`src/hdl/wdda_pkg.sv`:
```
// Shared widths, codes and controller/datapath interface types for the Dxy accumulator.
`default_nettype none

package wdda_pkg;

  localparam int unsigned CHROM_W   = 16;
  localparam int unsigned POS_W     = 32;
  localparam int unsigned CNT_W     = 11;
  localparam int unsigned SNP_W     = 32;
  localparam int unsigned OUT_W     = 48;
  localparam int unsigned SUM_W     = CNT_W + 2;
  localparam int unsigned TERM_W    = 2 * SUM_W + 4;
  localparam int unsigned STEP_W    = $clog2(POS_W);
  localparam int unsigned CLAMP_W   = 17;

  localparam int unsigned MAX_POP_DEF   = 1024;
  localparam int unsigned ACC_WIDTH_DEF = 48;

  localparam logic [POS_W-1:0] WS_RESET = POS_W'(10000);

  localparam int unsigned S_TDATA_W = 120;
  localparam int unsigned M_TDATA_W = 320;

  typedef enum logic {
    OP_SITE = 1'b0,
    OP_END  = 1'b1
  } op_e;

  // Divider step codes; HH to CMP also select the shared multiplier operands
  localparam logic [STEP_W-1:0] STEP_HH   = STEP_W'(0);
  localparam logic [STEP_W-1:0] STEP_HM0  = STEP_W'(1);
  localparam logic [STEP_W-1:0] STEP_HM1  = STEP_W'(2);
  localparam logic [STEP_W-1:0] STEP_HM2  = STEP_W'(3);
  localparam logic [STEP_W-1:0] STEP_HM3  = STEP_W'(4);
  localparam logic [STEP_W-1:0] STEP_MM0  = STEP_W'(5);
  localparam logic [STEP_W-1:0] STEP_MM1  = STEP_W'(6);
  localparam logic [STEP_W-1:0] STEP_CMP  = STEP_W'(7);
  localparam logic [STEP_W-1:0] STEP_DIFF = STEP_W'(8);
  localparam logic [STEP_W-1:0] STEP_LAST = STEP_W'(POS_W - 1);

  typedef struct packed {
    logic              capture;
    logic              div_step;
    logic [STEP_W-1:0] step;
    logic              commit_site;
    logic              commit_end;
  } wdda_cmd_t;

  typedef struct packed {
    logic site_emit;
    logic end_emit;
    logic slot_free;
  } wdda_status_t;

endpackage

`default_nettype wire

```
`src/hdl/wdda_ctrl.sv`:
```
// Controller state machine: sequences capture, divide/multiply steps and commit.
`default_nettype none

module wdda_ctrl
  import wdda_pkg::*;
(
  input  logic         clk_i,
  input  logic         rst_ni,
  input  logic         s_valid_i,
  input  logic         s_op_i,
  output logic         s_ready_o,
  input  wdda_status_t status_i,
  output wdda_cmd_t    cmd_o
);

  typedef enum logic [3:0] {
    ST_IDLE = 4'b0001,
    ST_DIV  = 4'b0010,
    ST_SITE = 4'b0100,
    ST_END  = 4'b1000
  } state_e;

  state_e            state_q, state_d;
  logic [STEP_W-1:0] step_q, step_d;

  always_comb begin
    state_d           = state_q;
    step_d            = step_q;
    s_ready_o         = 1'b0;
    cmd_o             = '0;
    cmd_o.step        = step_q;
    unique case (state_q)
      ST_IDLE: begin
        s_ready_o = 1'b1;
        if (s_valid_i) begin
          cmd_o.capture = 1'b1;
          step_d        = '0;
          state_d       = (s_op_i == OP_END) ? ST_END : ST_DIV;
        end
      end
      ST_DIV: begin
        cmd_o.div_step = 1'b1;
        step_d         = step_q + STEP_W'(1);
        if (step_q == STEP_LAST) begin
          state_d = ST_SITE;
        end
      end
      ST_SITE: begin
        // hold while a result must go out and the output register is occupied
        if (!status_i.site_emit || status_i.slot_free) begin
          cmd_o.commit_site = 1'b1;
          state_d           = ST_IDLE;
        end
      end
      ST_END: begin
        if (!status_i.end_emit || status_i.slot_free) begin
          cmd_o.commit_end = 1'b1;
          state_d          = ST_IDLE;
        end
      end
      default: begin
        state_d = ST_IDLE;
      end
    endcase
  end

  always_ff @(posedge clk_i or negedge rst_ni) begin
    if (!rst_ni) begin
      state_q <= ST_IDLE;
      step_q  <= '0;
    end else begin
      state_q <= state_d;
      step_q  <= step_d;
    end
  end

endmodule

`default_nettype wire

```
`src/hdl/wdda_datapath.sv`:
```
// Datapath: serial divider, shared multiplier, window state, accumulators, output register.
`default_nettype none

module wdda_datapath
  import wdda_pkg::*;
#(
  parameter int unsigned MAX_POP   = MAX_POP_DEF,
  parameter int unsigned ACC_WIDTH = ACC_WIDTH_DEF
) (
  input  logic               clk_i,
  input  logic               rst_ni,
  input  logic               cfg_we_i,
  input  logic [POS_W-1:0]   cfg_wdata_i,
  input  wdda_cmd_t          cmd_i,
  output wdda_status_t       status_o,
  input  logic [CHROM_W-1:0] chromosome_id_i,
  input  logic [POS_W-1:0]   position_i,
  input  logic [CNT_W-1:0]   pop1_hom_ref_i,
  input  logic [CNT_W-1:0]   pop1_het_i,
  input  logic [CNT_W-1:0]   pop1_hom_alt_i,
  input  logic [CNT_W-1:0]   pop2_hom_ref_i,
  input  logic [CNT_W-1:0]   pop2_het_i,
  input  logic [CNT_W-1:0]   pop2_hom_alt_i,
  output logic               out_valid_o,
  input  logic               out_ready_i,
  output logic [CHROM_W-1:0] out_chromosome_o,
  output logic [POS_W-1:0]   window_start_o,
  output logic [SNP_W-1:0]   snp_total_o,
  output logic [OUT_W-1:0]   comparison_total_o,
  output logic [OUT_W-1:0]   difference_total_o,
  output logic [OUT_W-1:0]   het_het_total_o,
  output logic [OUT_W-1:0]   het_hom_total_o,
  output logic [OUT_W-1:0]   hom_hom_total_o
);

  localparam int unsigned EXT_W = (ACC_WIDTH > OUT_W) ? ACC_WIDTH : OUT_W;

  function automatic logic [CNT_W-1:0] clamp_cnt(input logic [CNT_W-1:0] c);
    if (CLAMP_W'(c) > CLAMP_W'(MAX_POP)) begin
      return CNT_W'(MAX_POP);
    end
    return c;
  endfunction

  function automatic logic [ACC_WIDTH-1:0] sat_acc(input logic [ACC_WIDTH-1:0] a,
                                                   input logic [TERM_W-1:0]    b);
    logic [ACC_WIDTH:0] s;
    s = {1'b0, a} + (ACC_WIDTH+1)'(b);
    return s[ACC_WIDTH] ? '1 : s[ACC_WIDTH-1:0];
  endfunction

  function automatic logic [OUT_W-1:0] clamp_out(input logic [ACC_WIDTH-1:0] v);
    logic [EXT_W-1:0] e;
    e = EXT_W'(v);
    if (e > EXT_W'({OUT_W{1'b1}})) begin
      return '1;
    end
    return e[OUT_W-1:0];
  endfunction

  // configuration
  logic [POS_W-1:0] ws_q;

  // captured item
  logic [CHROM_W-1:0] chrom_q;
  logic [CNT_W-1:0]   a0_q, a1_q, a2_q, b0_q, b1_q, b2_q;
  logic [SUM_W-1:0]   n1_q, n2_q;
  logic               inf_q;

  // divider
  logic [POS_W-1:0] divisor_q, quot_q, rem_q;

  // per-site terms
  logic [TERM_W-1:0] hh_q, hm_q, mm_q, cp_q, diff_q;

  // window state
  logic               started_q;
  logic [CHROM_W-1:0] cur_chrom_q;
  logic [POS_W-1:0]   cur_win_q;
  logic [SNP_W-1:0]   snp_q;
  logic [ACC_WIDTH-1:0] comp_acc_q, diff_acc_q, hh_acc_q, hm_acc_q, mm_acc_q;

  // output register
  logic out_valid_q;

  // capture-side combinational values
  logic [CNT_W-1:0] a0_c, a1_c, a2_c, b0_c, b1_c, b2_c;
  logic [SUM_W-1:0] n1_c, n2_c;
  logic             inf_c;

  assign a0_c = clamp_cnt(pop1_hom_ref_i);
  assign a1_c = clamp_cnt(pop1_het_i);
  assign a2_c = clamp_cnt(pop1_hom_alt_i);
  assign b0_c = clamp_cnt(pop2_hom_ref_i);
  assign b1_c = clamp_cnt(pop2_het_i);
  assign b2_c = clamp_cnt(pop2_hom_alt_i);
  assign n1_c = SUM_W'(a0_c) + SUM_W'(a1_c) + SUM_W'(a2_c);
  assign n2_c = SUM_W'(b0_c) + SUM_W'(b1_c) + SUM_W'(b2_c);
  // drop sites with an uncalled population or a monomorphic pattern
  assign inf_c = (n1_c != '0) && (n2_c != '0) &&
                 !((a1_c == '0) && (b1_c == '0) &&
                   (((a0_c == '0) && (b0_c == '0)) || ((a2_c == '0) && (b2_c == '0))));

  // restoring divide, one quotient bit per step
  logic [POS_W:0]   shifted;
  logic [POS_W:0]   trial;
  logic             ge;

  assign shifted = {rem_q, quot_q[POS_W-1]};
  assign trial   = shifted - {1'b0, divisor_q};
  assign ge      = (shifted >= {1'b0, divisor_q});

  // shared multiplier
  logic [SUM_W-1:0]   mul_a, mul_b;
  logic [2*SUM_W-1:0] prod;

  always_comb begin
    case (cmd_i.step)
      STEP_HH:  begin mul_a = SUM_W'(a1_q); mul_b = SUM_W'(b1_q); end
      STEP_HM0: begin mul_a = SUM_W'(a0_q); mul_b = SUM_W'(b1_q); end
      STEP_HM1: begin mul_a = SUM_W'(a1_q); mul_b = SUM_W'(b0_q); end
      STEP_HM2: begin mul_a = SUM_W'(a1_q); mul_b = SUM_W'(b2_q); end
      STEP_HM3: begin mul_a = SUM_W'(a2_q); mul_b = SUM_W'(b1_q); end
      STEP_MM0: begin mul_a = SUM_W'(a0_q); mul_b = SUM_W'(b2_q); end
      STEP_MM1: begin mul_a = SUM_W'(a2_q); mul_b = SUM_W'(b0_q); end
      STEP_CMP: begin mul_a = n1_q;         mul_b = n2_q;         end
      default:  begin mul_a = '0;           mul_b = '0;           end
    endcase
  end

  assign prod = (2*SUM_W)'(mul_a) * (2*SUM_W)'(mul_b);

  // scaled terms for the accumulators
  logic [TERM_W-1:0] t_hh, t_hm, t_mm, t_cp;
  assign t_hh = hh_q << 1;
  assign t_hm = hm_q << 1;
  assign t_mm = mm_q << 2;
  assign t_cp = cp_q << 2;

  // status
  logic site_emit, end_emit, slot_free, full;
  assign site_emit = started_q && ((chrom_q != cur_chrom_q) || (quot_q != cur_win_q));
  assign full      = (snp_q != '0) && (comp_acc_q != '0);
  assign end_emit  = started_q && full;
  assign slot_free = !out_valid_q || out_ready_i;

  assign status_o.site_emit = site_emit;
  assign status_o.end_emit  = end_emit;
  assign status_o.slot_free = slot_free;

  logic load_out;
  assign load_out = (cmd_i.commit_site && site_emit) || (cmd_i.commit_end && end_emit);

  // only the low word of the window start is reported
  logic [POS_W-1:0] start_full;
  assign start_full = cur_win_q * ws_q;

  // accumulator next values on a site commit
  logic                 clear_win;
  logic [SNP_W-1:0]     snp_base;
  logic [ACC_WIDTH-1:0] comp_base, diff_base, hh_base, hm_base, mm_base;

  assign clear_win = !started_q || site_emit;
  assign snp_base  = clear_win ? '0 : snp_q;
  assign comp_base = clear_win ? '0 : comp_acc_q;
  assign diff_base = clear_win ? '0 : diff_acc_q;
  assign hh_base   = clear_win ? '0 : hh_acc_q;
  assign hm_base   = clear_win ? '0 : hm_acc_q;
  assign mm_base   = clear_win ? '0 : mm_acc_q;

  always_ff @(posedge clk_i or negedge rst_ni) begin
    if (!rst_ni) begin
      ws_q        <= WS_RESET;
      started_q   <= 1'b0;
      cur_chrom_q <= '0;
      cur_win_q   <= '0;
      snp_q       <= '0;
      comp_acc_q  <= '0;
      diff_acc_q  <= '0;
      hh_acc_q    <= '0;
      hm_acc_q    <= '0;
      mm_acc_q    <= '0;
      out_valid_q <= 1'b0;
    end else begin
      if (cfg_we_i) begin
        ws_q <= cfg_wdata_i;
      end
      if (load_out) begin
        out_valid_q <= 1'b1;
      end else if (out_ready_i) begin
        out_valid_q <= 1'b0;
      end
      if (cmd_i.commit_site) begin
        started_q   <= 1'b1;
        cur_chrom_q <= chrom_q;
        cur_win_q   <= quot_q;
        if (inf_q) begin
          snp_q      <= (snp_base == '1) ? snp_base : snp_base + SNP_W'(1);
          comp_acc_q <= sat_acc(comp_base, t_cp);
          diff_acc_q <= sat_acc(diff_base, diff_q);
          hh_acc_q   <= sat_acc(hh_base, t_hh);
          hm_acc_q   <= sat_acc(hm_base, t_hm);
          mm_acc_q   <= sat_acc(mm_base, t_mm);
        end else begin
          snp_q      <= snp_base;
          comp_acc_q <= comp_base;
          diff_acc_q <= diff_base;
          hh_acc_q   <= hh_base;
          hm_acc_q   <= hm_base;
          mm_acc_q   <= mm_base;
        end
      end else if (cmd_i.commit_end) begin
        started_q   <= 1'b0;
        cur_chrom_q <= '0;
        cur_win_q   <= '0;
        snp_q       <= '0;
        comp_acc_q  <= '0;
        diff_acc_q  <= '0;
        hh_acc_q    <= '0;
        hm_acc_q    <= '0;
        mm_acc_q    <= '0;
      end
    end
  end

  // payload registers
  always_ff @(posedge clk_i) begin
    if (cmd_i.capture) begin
      chrom_q   <= chromosome_id_i;
      a0_q      <= a0_c;
      a1_q      <= a1_c;
      a2_q      <= a2_c;
      b0_q      <= b0_c;
      b1_q      <= b1_c;
      b2_q      <= b2_c;
      n1_q      <= n1_c;
      n2_q      <= n2_c;
      inf_q     <= inf_c;
      quot_q    <= position_i;
      rem_q     <= '0;
      divisor_q <= (ws_q == '0) ? POS_W'(1) : ws_q;
    end else if (cmd_i.div_step) begin
      quot_q <= {quot_q[POS_W-2:0], ge};
      rem_q  <= ge ? trial[POS_W-1:0] : shifted[POS_W-1:0];
    end

    if (cmd_i.div_step) begin
      case (cmd_i.step) inside
        STEP_HH:   hh_q <= TERM_W'(prod);
        STEP_HM0:  hm_q <= TERM_W'(prod);
        STEP_HM1,
        STEP_HM2,
        STEP_HM3:  hm_q <= hm_q + TERM_W'(prod);
        STEP_MM0:  mm_q <= TERM_W'(prod);
        STEP_MM1:  mm_q <= mm_q + TERM_W'(prod);
        STEP_CMP:  cp_q <= TERM_W'(prod);
        STEP_DIFF: diff_q <= t_hh + t_hm + t_mm;
        default:   ;
      endcase
    end

    if (load_out) begin
      out_chromosome_o   <= cur_chrom_q;
      window_start_o     <= start_full;
      snp_total_o        <= full ? snp_q : '0;
      comparison_total_o <= full ? clamp_out(comp_acc_q) : '0;
      difference_total_o <= full ? clamp_out(diff_acc_q) : '0;
      het_het_total_o    <= full ? clamp_out(hh_acc_q) : '0;
      het_hom_total_o    <= full ? clamp_out(hm_acc_q) : '0;
      hom_hom_total_o    <= full ? clamp_out(mm_acc_q) : '0;
    end
  end

  assign out_valid_o = out_valid_q;

endmodule

`default_nettype wire

```
`src/hdl/windowed_dxy_difference_accumulator_core.sv`:
```
// Top level of the windowed Dxy difference accumulator.
//
// Usage: site records and end-of-stream items enter on the slave stream
// (s_axis_*); tuser bit 0 selects a site record (0) or an end item (1).
// Finished window totals leave on the master stream (m_axis_*), at most
// one result per input transaction. window_size is written through
// cfg_we_i / cfg_wdata_i while the block is idle; zero acts as one.
// Sequence: a site record is accepted, runs 32 iterations of the
// bit-serial window-index divider and is then committed; the shared
// multiplier works through its eight products during the divider
// iterations. An end item is accepted and then committed.
// s_axis_tready is high only between items. A window result appears on
// m_axis_tvalid in the cycle after the closing item's commit.
// The output register holds a result while the receiver stalls; the next
// item is still accepted and processed, and waits at its commit only if
// it must emit a result while the previous one has not been taken.
// Reset clears all window state and restores window_size to 10000.
`default_nettype none

module windowed_dxy_difference_accumulator_core
  import wdda_pkg::*;
#(
  parameter int unsigned MAX_POP   = MAX_POP_DEF,
  parameter int unsigned ACC_WIDTH = ACC_WIDTH_DEF
) (
  input  logic                 clk_i,
  input  logic                 rst_ni,
  input  logic                 cfg_we_i,
  input  logic [POS_W-1:0]     cfg_wdata_i,
  input  logic                 s_axis_tvalid,
  output logic                 s_axis_tready,
  // [15:0] chromosome_id, [47:16] position, [58:48] pop1_hom_ref,
  // [69:59] pop1_het, [80:70] pop1_hom_alt, [91:81] pop2_hom_ref,
  // [102:92] pop2_het, [113:103] pop2_hom_alt, [119:114] zero
  input  logic [S_TDATA_W-1:0] s_axis_tdata,
  input  logic [0:0]           s_axis_tuser,   // [0] op
  output logic                 m_axis_tvalid,
  input  logic                 m_axis_tready,
  // [15:0] out_chromosome, [47:16] window_start, [79:48] snp_total,
  // [127:80] comparison_total, [175:128] difference_total,
  // [223:176] het_het_total, [271:224] het_hom_total, [319:272] hom_hom_total
  output logic [M_TDATA_W-1:0] m_axis_tdata
);

  wdda_cmd_t    cmd;
  wdda_status_t status;

  logic [CHROM_W-1:0] out_chromosome;
  logic [POS_W-1:0]   window_start;
  logic [SNP_W-1:0]   snp_total;
  logic [OUT_W-1:0]   comparison_total, difference_total;
  logic [OUT_W-1:0]   het_het_total, het_hom_total, hom_hom_total;

  wdda_ctrl u_ctrl (
    .clk_i     (clk_i),
    .rst_ni    (rst_ni),
    .s_valid_i (s_axis_tvalid),
    .s_op_i    (s_axis_tuser[0]),
    .s_ready_o (s_axis_tready),
    .status_i  (status),
    .cmd_o     (cmd)
  );

  wdda_datapath #(
    .MAX_POP   (MAX_POP),
    .ACC_WIDTH (ACC_WIDTH)
  ) u_datapath (
    .clk_i              (clk_i),
    .rst_ni             (rst_ni),
    .cfg_we_i           (cfg_we_i),
    .cfg_wdata_i        (cfg_wdata_i),
    .cmd_i              (cmd),
    .status_o           (status),
    .chromosome_id_i    (s_axis_tdata[15:0]),
    .position_i         (s_axis_tdata[47:16]),
    .pop1_hom_ref_i     (s_axis_tdata[58:48]),
    .pop1_het_i         (s_axis_tdata[69:59]),
    .pop1_hom_alt_i     (s_axis_tdata[80:70]),
    .pop2_hom_ref_i     (s_axis_tdata[91:81]),
    .pop2_het_i         (s_axis_tdata[102:92]),
    .pop2_hom_alt_i     (s_axis_tdata[113:103]),
    .out_valid_o        (m_axis_tvalid),
    .out_ready_i        (m_axis_tready),
    .out_chromosome_o   (out_chromosome),
    .window_start_o     (window_start),
    .snp_total_o        (snp_total),
    .comparison_total_o (comparison_total),
    .difference_total_o (difference_total),
    .het_het_total_o    (het_het_total),
    .het_hom_total_o    (het_hom_total),
    .hom_hom_total_o    (hom_hom_total)
  );

  assign m_axis_tdata = {hom_hom_total, het_hom_total, het_het_total, difference_total,
                         comparison_total, snp_total, window_start, out_chromosome};

endmodule

`default_nettype wire

```
`config.mk`:
```
export PLATFORM = sky130hd
export DESIGN_NAME = windowed_dxy_difference_accumulator_core
export DESIGN_NICKNAME = d
export VERILOG_FILES = /design/src/hdl/wdda_pkg.sv /design/src/hdl/wdda_ctrl.sv /design/src/hdl/wdda_datapath.sv /design/src/hdl/windowed_dxy_difference_accumulator_core.sv
export SDC_FILE = /design/constraint.sdc
export NUM_CORES = 2
export LEC_CHECK = 0
export BUFFER_PORTS_ARGS = -buffer_cell sky130_fd_sc_hd__buf_2
export CAP_MARGIN = 20
export CORE_MARGIN = 2
export CORE_UTILIZATION = 50
export CTS_BUF_LIST = sky130_fd_sc_hd__clkbuf_8
export CTS_CLUSTER_DIAMETER = 60
export DETAILED_ROUTE_END_ITERATION = 6
export GPL_TIMING_DRIVEN = 0
export PLACE_DENSITY_LB_ADDON = 0.12
export SETUP_SLACK_MARGIN = 0.1
export SYNTH_ARGS = -nofsm -noshare
export SYNTH_HDL_FRONTEND = slang
export SYNTH_SLANG_ARGS = --single-unit
export TNS_END_PERCENT = 50
```
`constraint.sdc`:
```
create_clock -name clk_i -period 12.29 [get_ports clk_i]
set_input_delay 0.6145 -clock clk_i [delete_from_list [all_inputs] [get_ports clk_i]]
set_output_delay 0.6145 -clock clk_i [all_outputs]
set_load 0.01 [all_outputs]
```
* Word-level counts from Yosys, hierarchy flattened
Index checks and enable logic that the tools add are counted.
** Storage, ports and cells
- Bits in registers :: 1030
- Bits in latches :: 0
- Memory bits (writable) :: 0
- Memory bits (read-only) :: 0
- Bits of input ports :: 158
- Output and inout port bits :: 322
- Logic and storage cells :: 248
- Memories kept :: 0
** Operators by class
- Add/subtract/negate cells :: 16
- Multipliers :: 2
- Div/mod/pow operators :: 0
- Order comparisons :: 12
- Equality and inequality tests :: 20
- Shift-type cells :: 0
- Muxes and demuxes :: 96
- Bitwise gates (word level) :: 6
- Reductions and logical operators :: 55
** Operator list (number)
- $mux 48 :: 31
- $mux 32 :: 9
- $gt 48x48->1 const B :: 5
- $add 48x30->49 :: 3
- $mux 11 :: 12
- $pmux 13 s4 :: 2
- $gt 11x11->1 const B :: 6
- $logic_not 11->1 :: 6
- $add 30x26->30 :: 2
- $mux 30 :: 2
- $mux 26 :: 2
- $add 48x27->49 :: 1
- $add 48x28->49 :: 1
- $reduce_bool 48->1 :: 1
- $ge 33x32->1 :: 1
- $add 32x1->32 const B :: 1
- $eq 32x32->1 const B :: 1
- $logic_not 32->1 :: 1
- $mul 32x32->32 :: 1
- $mux 16 :: 2
- $ne 32x32->1 :: 1
- $reduce_bool 32->1 :: 1
- $sub 32x32->32 :: 1
- $add 27x30->30 :: 1
- other kinds (37) :: 113

* Logic depth before layout (Yosys ltp)
- Word-level depth :: 11
- Gate-level depth with buffers :: 39
- Mapped depth without buffers :: 38

* Cells and area by module
From an unflattened synthesis, not the netlist that was laid out.
** Second synthesis, totals
- Cells, all modules :: 7981
- Area total of the unflattened synthesis :: 78507.8 µm²
** Modules (own cells, without submodules)
- wdda_datapath :: instances 1, cells each 7938, area each 78008.6 µm², sequential area each 28453.5 µm²
- wdda_ctrl :: instances 1, cells each 43, area each 499.2 µm², sequential area each 226.5 µm²

* Worst setup path after synthesis
No wires, ideal clock.
- Kind :: flip-flop to flip-flop
- Start point :: register u_datapath.cur_win_q[24]
- End point :: register u_datapath.comparison_total_o[0], enable pin
- Library setup time :: 0.724 ns
- Arrival :: 9.175 ns
- Required time :: 11.566 ns
- Slack :: 2.391 ns
- Stages on the path, launching flop included :: 12
- Path buffers :: 2
- Period minus slack after synthesis :: 9.899 ns
- Cell sequence :: dfrtp_1 buf_6 xnor2_1 nand4_1 nor4_2 nand3_1 nand2_1 and4b_1 clkbuf_1 nand2_1 o21ai_0 and2_1
** Between the ends
- Word-level cells in the longest chain between the ends :: 9
** Ends and longest elaborated chain
- start, declared :: RTL line wdda_datapath.sv:79 : logic [POS_W-1:0] cur_win_q;
- start signal, assigned :: RTL line wdda_datapath.sv:196 : cur_win_q <= quot_q;
- $ne 32x32->1 * :: RTL line wdda_datapath.sv:142 : assign site_emit = started_q && ((chrom_q != cur_chrom_q) || (quot_q != cur_win_q));
- $logic_or 1x1->1 * :: RTL line wdda_datapath.sv:142
- $logic_and 1x1->1 * :: RTL line wdda_datapath.sv:142
- $logic_not 1->1 :: RTL line wdda_ctrl.sv:50 : if (!status_i.site_emit || status_i.slot_free) begin
- $logic_or 1x1->1 :: RTL line wdda_ctrl.sv:50
- $mux 1 :: RTL line wdda_ctrl.sv:50
- $mux 1 :: RTL line wdda_ctrl.sv:32 : unique case (state_q)
- $logic_and 1x1->1 * :: RTL line wdda_datapath.sv:152 : assign load_out = (cmd_i.commit_site && site_emit) || (cmd_i.commit_end && end_emit);
- $logic_or 1x1->1 * :: RTL line wdda_datapath.sv:152
- net u_datapath.load_out :: RTL line wdda_datapath.sv:151 : logic load_out;
- end signal, assigned :: RTL line wdda_datapath.sv:266 : comparison_total_o <= full ? clamp_out(comp_acc_q) : '0;
- end, declared :: RTL line wdda_datapath.sv:29 : output logic [OUT_W-1:0] comparison_total_o,
Mark *: on every way through the listed nets, which the timed path passes. The rest lies on a longest branch.
A chain may end at the register's enable or synchronous reset.

* Worst setup path in the final report
- Start point :: register u_ctrl.step_q[0]
- End point :: register u_datapath.mm_q[27] (data pin)
** Between the ends
- Word-level cells in the longest chain between the ends :: 6
- Elaborated cells on any way between the ends :: 19
- Those cells by class :: 1 x add/sub; 1 x mul; 7 x eq/ne; 3 x mux; 7 x reduce/logical
** Ends and longest elaborated chain
- start, declared :: RTL line wdda_ctrl.sv:24 : logic [STEP_W-1:0] step_q, step_d;
- start signal, assigned :: RTL line wdda_ctrl.sv:73 : step_q <= step_d;
- $eq 5x2->1 (tied with other cells) :: RTL line wdda_datapath.sv:118 : case (cmd_i.step)
- $reduce_or 3->1 (no source line) or $reduce_or 2->1 (tied branches)
- $pmux 13 s4 :: RTL line wdda_datapath.sv:118
- $mul 13x13->26 * :: RTL line wdda_datapath.sv:131 : assign prod = (2*SUM_W)'(mul_a) * (2*SUM_W)'(mul_b);
- net u_datapath.prod[15] :: RTL line wdda_datapath.sv:115 : logic [2*SUM_W-1:0] prod;
- $add 30x26->30 * :: RTL line wdda_datapath.sv:255 : STEP_MM1: mm_q <= mm_q + TERM_W'(prod);
- $mux 30 * :: RTL line wdda_datapath.sv:248 : case (cmd_i.step) inside
- end signal, assigned :: RTL line wdda_datapath.sv:254 : STEP_MM0: mm_q <= TERM_W'(prod);
- end signal, assigned :: RTL line wdda_datapath.sv:255
- end, declared :: RTL line wdda_datapath.sv:74 : logic [TERM_W-1:0] hh_q, hm_q, mm_q, cp_q, diff_q;
Mark *: on every way through the listed nets, which the timed path passes. The rest lies on a longest branch. The select of a mux whose other input is x is not followed.

==> flow_summary.json <==
{
  "crit_path_max_fanout": 10,
  "netlist_instances": 8081,
  "drt-pass1-iter-count": 7,
  "path_clk_slew_ps": 70,
  "hold_path_class": "in -> reg",
  "crit_path_start_kind": "register",
  "initial_core_util_pct": 50.4,
  "routed_via_density": 5.94,
  "syn2layout_area_growth_pct": 13.6,
  "ys_top_cells_by_count": "nand2_1 (1028), inv_1 (746), edfxtp_1 (631)",
  "ys_ff_latch": 1026,
  "tritoncts": "done",
  "gr-total-overflow": 0,
  "core_mm2": 0.156,
  "max_freq_mhz": 90.2,
  "ff2ff_setup_slack_ps": 1200,
  "vias": 66001,
  "synth_edf_count": 631,
  "clockBufferDepth": 3,
  "max-slew-margin-rel_pct": 13.9,
  "drv_cap": 0,
  "cpPeakStageDelay_ps": 880,
  "post_synth_num_cell_types": 101,
  "hold_viol": 0,
  "grt_pass1_vias": 65337,
  "yosysMostFrequentCell": "nand2_1",
  "cp.arrival_ps": 11800,
  "place.gp.congestion": 0.981,
  "cpMostUsedCell": "fa_1",
  "synth_top_area_share_pct": 24.0,
  "rsz0062_at_grt": "false",
  "cts_resized": 0,
  "cts_root_buf": "clkbuf_8",
  "tightest_slew_ps": 1290,
  "synth_flop_cell": "edfxtp_1",
  "die_height_um": 401,
  "slew_viol_final": 0,
  "track_usage_pct": 35.4,
  "synth_area_per_cell_um2": 9.76,
  "cts_setup_buffers": 0,
  "htree_num_levels": 4,
  "worstPathRequired_ps": 13000,
  "fin_util_pct": 57.3,
  "numCtsBuffers": 183,
  "finalSetupViolCount": 0,
  "yosysTopAreaCell": "edfxtp_1",
  "endpoint_kind": "register",
  "fin_crit_ps": 11090,
  "ys_warn_count": 0,
  "drcViolationCount": 0,
  "grt_max_degree": 105,
  "die-width_um": 401,
  "path_class": "reg -> reg",
  "status": "finished, final reports clean",
  "grt_pass1_wl_um": 423000,
  "wl_per_cell_um": 25.8,
  "ant_nets": 0,
  "period_share_pct": 90.2,
  "num_rows": 145,
  "synthesis.nets": 9305,
  "async_flop_share_pct": 35.4,
  "netlist_area_mm2": 0.0788,
  "cp_slowest_cell": "a21boi_0",
  "drtIter0Drc": 6547,
  "clock-sinks": 1026,
  "hpwlAfterDp_um": 221000,
  "yosysSeqAreaShare_pct": 36.4,
  "hold_buffers": 95,
  "drive_above_1_share_pct": 10.5,
  "antenna_found_initial": 18,
  "skew_ps": 58.7,
  "wirelength_um": 286000,
  "die-area_mm2": 0.161,
  "io_pins": 480,
  "synthTopCellsByArea": "edfxtp_1 (24%), fa_1 (14%), dfrtp_1 (11%), ha_1 (7.9%), nand2_1 (4.9%)",
  "layout.nets": 10111,
  "clock_latency_ps": 990,
  "portBuffers": 472
}
[logic make-up after synthesis]
group           after synthesis  synth area share [%]
flops                      1026                  36.4
mux                          56                 0.762
compound gates             1562                  13.2
buf+inv                    1159                  5.57
simple gates               2825                  17.5
xor+xnor                    387                  4.30
fa+ha+maj                  1066                  22.3
[worst max-delay path: cells and delay by family (launching register included)]
family          cells  cell delay (ps)
compound gates     11             3440
fa+ha+maj           8             3700
buf+inv             6             1000
flops               1              430
simple gates       11             2230
[state kept, by name, summed over array words and instances (netlist names), 28 cells and up]
name / flops
u_datapath.cur_win_q: 32
u_datapath.divisor_q: 32
u_datapath.quot_q: 32
u_datapath.difference_total_o: 48
u_datapath.rem_q: 32
u_datapath.mm_q: 28
u_datapath.comp_acc_q: 48
u_datapath.hm_q: 29
u_datapath.ws_q: 32
u_datapath.diff_q: 29
u_datapath.snp_total_o: 32
u_datapath.hm_acc_q: 48
u_datapath.diff_acc_q: 48
u_datapath.comparison_total_o: 48
u_datapath.het_het_total_o: 48
u_datapath.hh_acc_q: 48
u_datapath.mm_acc_q: 48
u_datapath.snp_q: 32
u_datapath.hom_hom_total_o: 48
u_datapath.window_start_o: 32
u_datapath.het_hom_total_o: 48
[metrics by stage]
stage	TNS, ps	area (µm²)	hold WS [ps]	setup slack [ps]	std cells
after floorplan	0	78800	319	2390	8081
after global placement	-960060	83800	452	-3110	10611
after detailed placement	0	84600	460	1290	10656
after CTS	0	89400	3.83	1280	11098
after global routing	0	89500	63.8	387	11109
final	0	89600	62.9	1200	11117
[cell usage in the layout, fill, tap and decap left out, drive strengths merged, types with 41 or more instances in the layout]
master	n
nand2	1028
inv	812
edfxtp	631
and2	598
buf	579
fa	567
clkbuf	563
ha	499
nor2	443
o21ai	401
a21oi	363
dfrtp	357
xnor2	286
nand3	188
a21o	125
xor2	101
nor2b	98
dlygate4sd3	95
nor3	95
and3	71
a31oi	71
nand4	71
o2bb2ai	69
nor4	63
clkinv	62
o21a	51
o211ai	46
nand2b	45
or3	44
o21bai	44
o31ai	41
a211oi	41
[area by class of cell]
cell class | instances | area [µm²]
multi-input cells | 5896 | 45800
plain buffers | 411 | 1590
clock inverters | 142 | 1090
flip-flops and latches | 1026 | 28700
well taps | 2058 | 2570
clock buffers | 205 | 2820
diodes | 10 | 25.0
inverters | 748 | 2810
repair buffers | 621 | 4140
fillers | 13918 | 66800
[layer usage]
layer	up-vias	track usage, %	routed length (µm)
li1	29404	-	-
met1	32610	47.7	118000
met2	3303	54.7	127000
met3	674	7.31	26100
met4	10	16.8	14600
met5	-	0.327	68
[worst paths after layout]
kind	from	end	cells past startpoint
setup reg to reg	u_ctrl.step_q[0]$_DFFE_PN0P_	u_datapath.mm_q[27]$_SDFFCE_PN0P_	36
max in group asynchronous	rst_ni	u_datapath.diff_acc_q[31]$_DFFE_PN0P_	4
hold reg to reg	u_datapath.mm_acc_q[1]$_DFFE_PN0P_	u_datapath.mm_acc_q[1]$_DFFE_PN0P_	2
setup / recovery	u_ctrl.step_q[0]$_DFFE_PN0P_	u_datapath.mm_q[27]$_SDFFCE_PN0P_	36
min in group asynchronous	rst_ni	u_datapath.diff_acc_q[10]$_DFFE_PN0P_	2
hold / removal	s_axis_tdata[83]	u_datapath.b0_q[2]$_DFFE_PP_	2
Power is left out: the tool's default activity adds up to more than one toggle a clock period on the data nets, which glitch-free logic cannot reach.
